File: config.mk
export PLATFORM = sky130hd
export DESIGN_NAME = lphf_hash
export DESIGN_NICKNAME = d
export VERILOG_FILES = /design/src/lphf_pkg.sv /design/src/lphf_hash.sv
export SDC_FILE = /design/constraint.sdc
export NUM_CORES = 2
export LEC_CHECK = 0
export ABC_AREA = 0
export BUFFER_PORTS_ARGS = -buffer_cell sky130_fd_sc_hd__buf_4
export CAP_MARGIN = 25
export CORE_MARGIN = 3
export CORE_UTILIZATION = 25
export DETAILED_ROUTE_END_ITERATION = 16
export PLACE_DENSITY = 0.5
export SLEW_MARGIN = 20
export SYNTH_ARGS = -nofsm -noshare
export SYNTH_HDL_FRONTEND = slang
export SYNTH_SLANG_ARGS = --single-unit
File: constraint.sdc
create_clock -name i_clk -period 19.5 [get_ports i_clk]
set_clock_uncertainty 0.1 [all_clocks]
set_input_delay 3.9 -clock i_clk [delete_from_list [all_inputs] [get_ports i_clk]]
set_output_delay 3.9 -clock i_clk [all_outputs]
set_load 0.02 [all_outputs]
File: src/lphf_pkg.sv
package lphf_pkg;

    localparam int KEY_W     = 64;
    localparam int SLOT_W    = 12;
    localparam int HALF_W    = 32;
    localparam int MIX_SHIFT = 33;

    localparam logic [KEY_W-1:0] MARKER_EMPTY = 64'h0000_0000_BEEF_BEEF;
    localparam logic [KEY_W-1:0] MIX_MUL      = 64'hff51_afd7_ed55_8ccd;

    typedef enum logic [1:0] {
        ST_FOUND    = 2'd0,
        ST_INSERTED = 2'd1,
        ST_FULL     = 2'd2
    } t_status;

endpackage

File: src/lphf_hash.sv
module lphf_hash #(
    parameter int ADDR_W = 12
) (
    input  logic                       i_clk,
    input  logic                       i_rst_n,
    input  logic                       i_start,
    input  logic [lphf_pkg::KEY_W-1:0] i_key,
    output logic                       o_done,
    output logic [ADDR_W-1:0]          o_home
);
    import lphf_pkg::*;

    typedef enum logic [4:0] {
        STEP_IDLE = 5'b00001,
        STEP_LL   = 5'b00010,
        STEP_HL   = 5'b00100,
        STEP_LH   = 5'b01000,
        STEP_MIX  = 5'b10000
    } t_step;

    t_step               r_step;
    logic                r_done;
    logic [KEY_W-1:0]    r_h0;
    logic [KEY_W-1:0]    r_p0;
    logic [HALF_W-1:0]   r_p1;
    logic [HALF_W-1:0]   r_p2;
    logic [ADDR_W-1:0]   r_home;

    logic [HALF_W-1:0]   w_mul_a;
    logic [HALF_W-1:0]   w_mul_b;
    logic [KEY_W-1:0]    w_prod;
    logic [KEY_W-1:0]    w_h;
    logic [KEY_W-1:0]    w_hm;

    // one shared 32x32 multiplier, three passes for the low 64 bits
    always_comb begin
        w_mul_a = (r_step == STEP_HL) ? r_h0[KEY_W-1:HALF_W] : r_h0[HALF_W-1:0];
        w_mul_b = (r_step == STEP_LH) ? MIX_MUL[KEY_W-1:HALF_W] : MIX_MUL[HALF_W-1:0];
        w_prod  = KEY_W'(w_mul_a) * KEY_W'(w_mul_b);
        w_h     = r_p0 + {r_p1 + r_p2, {HALF_W{1'b0}}};
        w_hm    = w_h ^ (w_h >> MIX_SHIFT);
    end

    always_ff @(posedge i_clk) begin
        if (!i_rst_n) begin
            r_step <= STEP_IDLE;
            r_done <= 1'b0;
        end else begin
            r_done <= 1'b0;
            unique case (r_step)
                STEP_IDLE: if (i_start) r_step <= STEP_LL;
                STEP_LL:   r_step <= STEP_HL;
                STEP_HL:   r_step <= STEP_LH;
                STEP_LH:   r_step <= STEP_MIX;
                STEP_MIX: begin
                    r_step <= STEP_IDLE;
                    r_done <= 1'b1;
                end
                default:   r_step <= STEP_IDLE;
            endcase
        end
    end

    always_ff @(posedge i_clk) begin
        if (r_step == STEP_IDLE && i_start) r_h0 <= i_key ^ (i_key >> MIX_SHIFT);
        if (r_step == STEP_LL) r_p0 <= w_prod;
        if (r_step == STEP_HL) r_p1 <= w_prod[HALF_W-1:0];
        if (r_step == STEP_LH) r_p2 <= w_prod[HALF_W-1:0];
        if (r_step == STEP_MIX) r_home <= w_hm[ADDR_W-1:0];
    end

    assign o_done = r_done;
    assign o_home = r_home;
endmodule

==> impl_results.md <==
* Starting Density at 25.4%
* Final number of setup-violating endpoints at 0
* Slew margin rel. at 35.7%
* Via/cell ratio at 4.13
* Total GRT Usage at 13.8%
* Core area at 93900 µm²
* Area of the multi-input gates at 17400 µm²
* Postcts setup bufs at 0
* Syn Inst Count at 2114
* Fmax at 0.0994 GHz
* Area delta synth->final at 12.1%
* # DRC at 0
* Setup TNS at 0 ns
* Synth Flop Type: edfxtp_1
* Routed wire per std cell at 19.0 µm
* Post-synthesis sequential area ratio at 16.5%
* Status: completed
* Final slew viol count at 0
* Gr ovfl total at 0
* Worst setup startpoint: r_step[3]
* # hold bufs at CTS at 0
* Via Count at 14313
* H-tree Lvls at 4
* Worst-Margin Slew at 0.961 ns
* Number of port buffers at 79
* Post-synth EDFFs at 127
* Cts repair resizes at 0
* FF-to-FF Start: r_step[3]
* Num CTS Buffers at 17
* Clock tree root buffer cell: clkbuf_16
* FF+latch area at 3930 µm²
* Crit path time final at 10.06 ns
* Clock sink total at 133
* Final hold violation count at 0
* Critical path data arrival time at 10.15 ns
* Final RePlAce weighted congestion at 0.893
* Longest Clk Path Bufs at 2
* Cell Rows at 112
* Layout net count at 3103
* Share of layout cells above drive strength 1 at 6.91%
* Largest net degree at the start of global routing at 65
* Vias in the first global route at 15912
* Crit path buf inv count at 5
* Post-DP Area at 26100 µm²
* Startpoint Class: register
* RSZ-0062 raised after global routing: no
* Cell area after synthesis at 23800 µm²
* #FFs+latches synth at 133
* Asr flop ratio synth at 0%
* Synth warnings at 0
* Synth top area share at 42.7%
* Cell variety after synth at 54
* Drt pass-1 iters at 5
* Initial antenna violation count at 0
* Critical-path top delay cell: mux2i_1
* CTS tree: done
* Largest area contributor in the netlist: fa_1
* Io pins at 80
* Worst skew pair latency at 0.46 ns
* Tcrit/Tclk final at 51.6%
* # diodes at 0
* Finished Cell Area at 26700 µm²
* Post-Syn Nets at 3016
* Syn Area/Cell at 11.3 µm²
* WS Path Type: reg -> reg
* Filler Cell Count at 9909
* DPL Wire Length at 58.8 mm
* Die area at 99000 µm²
* Antenna Violating Nets Remaining at 0
* Reg clk slew, reported paths at 0.07 ns
* Crit path top cell by count: fa_1
* Hold_sp: r_step[1]
* CP peak stage delay at 0.83 ns
* Initial DRC count at 699
* Hold_ws at 0.418 ns
* Top delay family on crit path: adder cells
* Worst setup EP type: register
* Die Y at 315 µm
* Worst-path fanout max at 39
* Worst hold path class: reg -> reg
* Max_cap viols at 0
* First-pass GRT wire length at 99.8 mm
* Top post-synthesis cells by area: fa_1 (43%), ha_1 (17%), edfxtp_1 (16%)
* WP data required at 19.59 ns
* Drt total wl at 65.9 mm
* Width of the die at 315 µm
kinds of logic after synthesis:
logic type	share of synthesized area (%)
adder cells (fa/ha/maj)	59.9
multiplexers	1.22
buffers and inverters	10.3
XOR/XNOR	4.41
other	0.0157
flip-flops	16.5
AO/OA/AOI/OAI	3.91
AND/OR/NAND/NOR	3.75
state kept, by name, indices dropped and copies added, names as in the netlist:
register  cells
r_p2         13
r_step        5
o_done        1
o_home       12
r_p1         13
r_h0         64
r_p0         25
path summary, 6_finish.rpt:
path,to,slack [ns],cells past startpoint
setup / recovery,r_p0[42],9.44,28
hold / removal,r_step[2],0.42,1
hold reg to reg,r_step[2],0.42,1
setup reg to reg,r_p0[42],9.44,28
cell usage after synthesis, drive strengths merged, types with 6 or more instances:
| cell type | number |
|---|---|
| a211oi | 9 |
| a21o | 20 |
| a21oi | 43 |
| and3 | 6 |
| buf | 6 |
| clkbuf | 31 |
| dfxtp | 6 |
| edfxtp | 127 |
| fa | 508 |
| ha | 327 |
| inv | 616 |
| mux2i | 29 |
| nand2 | 60 |
| nand4 | 6 |
| nor2 | 75 |
| nor2b | 7 |
| nor3 | 12 |
| o21ai | 44 |
| xnor2 | 72 |
| xor2 | 48 |
layer usage:
layer / GRT usage [%] / wire [µm]
met3: 1.97 / 2280
met4: 4.48 / 1990
met1: 18.4 / 29700
met5: 0 / 0
met2: 23.0 / 31900
layout make-up:
cell class,count,share of cell area (%)
timing repair buffer,105,3.05
clock inverter,15,0.792
inverter,617,8.67
clock buffer,17,1.59
tap,1254,5.87
sequential,133,14.7
multi-input combinational,1327,65.3
layout by cell type (no fill, tap or decap), types with 5 or more instances in the layout:
master       n
xor2_1      48
o21bai_1     5
o21ai_0     38
nand4_1      6
or2_2        5
a211oi_1     8
nor2b_1      7
nand2_1     60
a21o_1      20
nor3_1      12
and3_1       6
fa_1       508
xnor2_1     72
mux2i_1     27
a21oi_1     43
clkbuf_16   17
buf_4      103
edfxtp_1   127
or3_1        5
ha_1       327
nor2_1      75
dfxtp_1      6
inv_1      615
metrics by stage:
stage / util [%] / setup slack (ns) / cells
floorplan: - / 10.42 / 2114
global placement: 27.7 / 9.39 / 3434
detailed placement: 27.8 / 9.40 / 3435
CTS: 28.4 / 9.34 / 3467
global route: 28.4 / 8.64 / 3468
finish: 28.4 / 9.44 / 3468
Power is left out: the tool's default activity adds up to more than one toggle a clock period on the data nets, which glitch-free logic cannot reach.
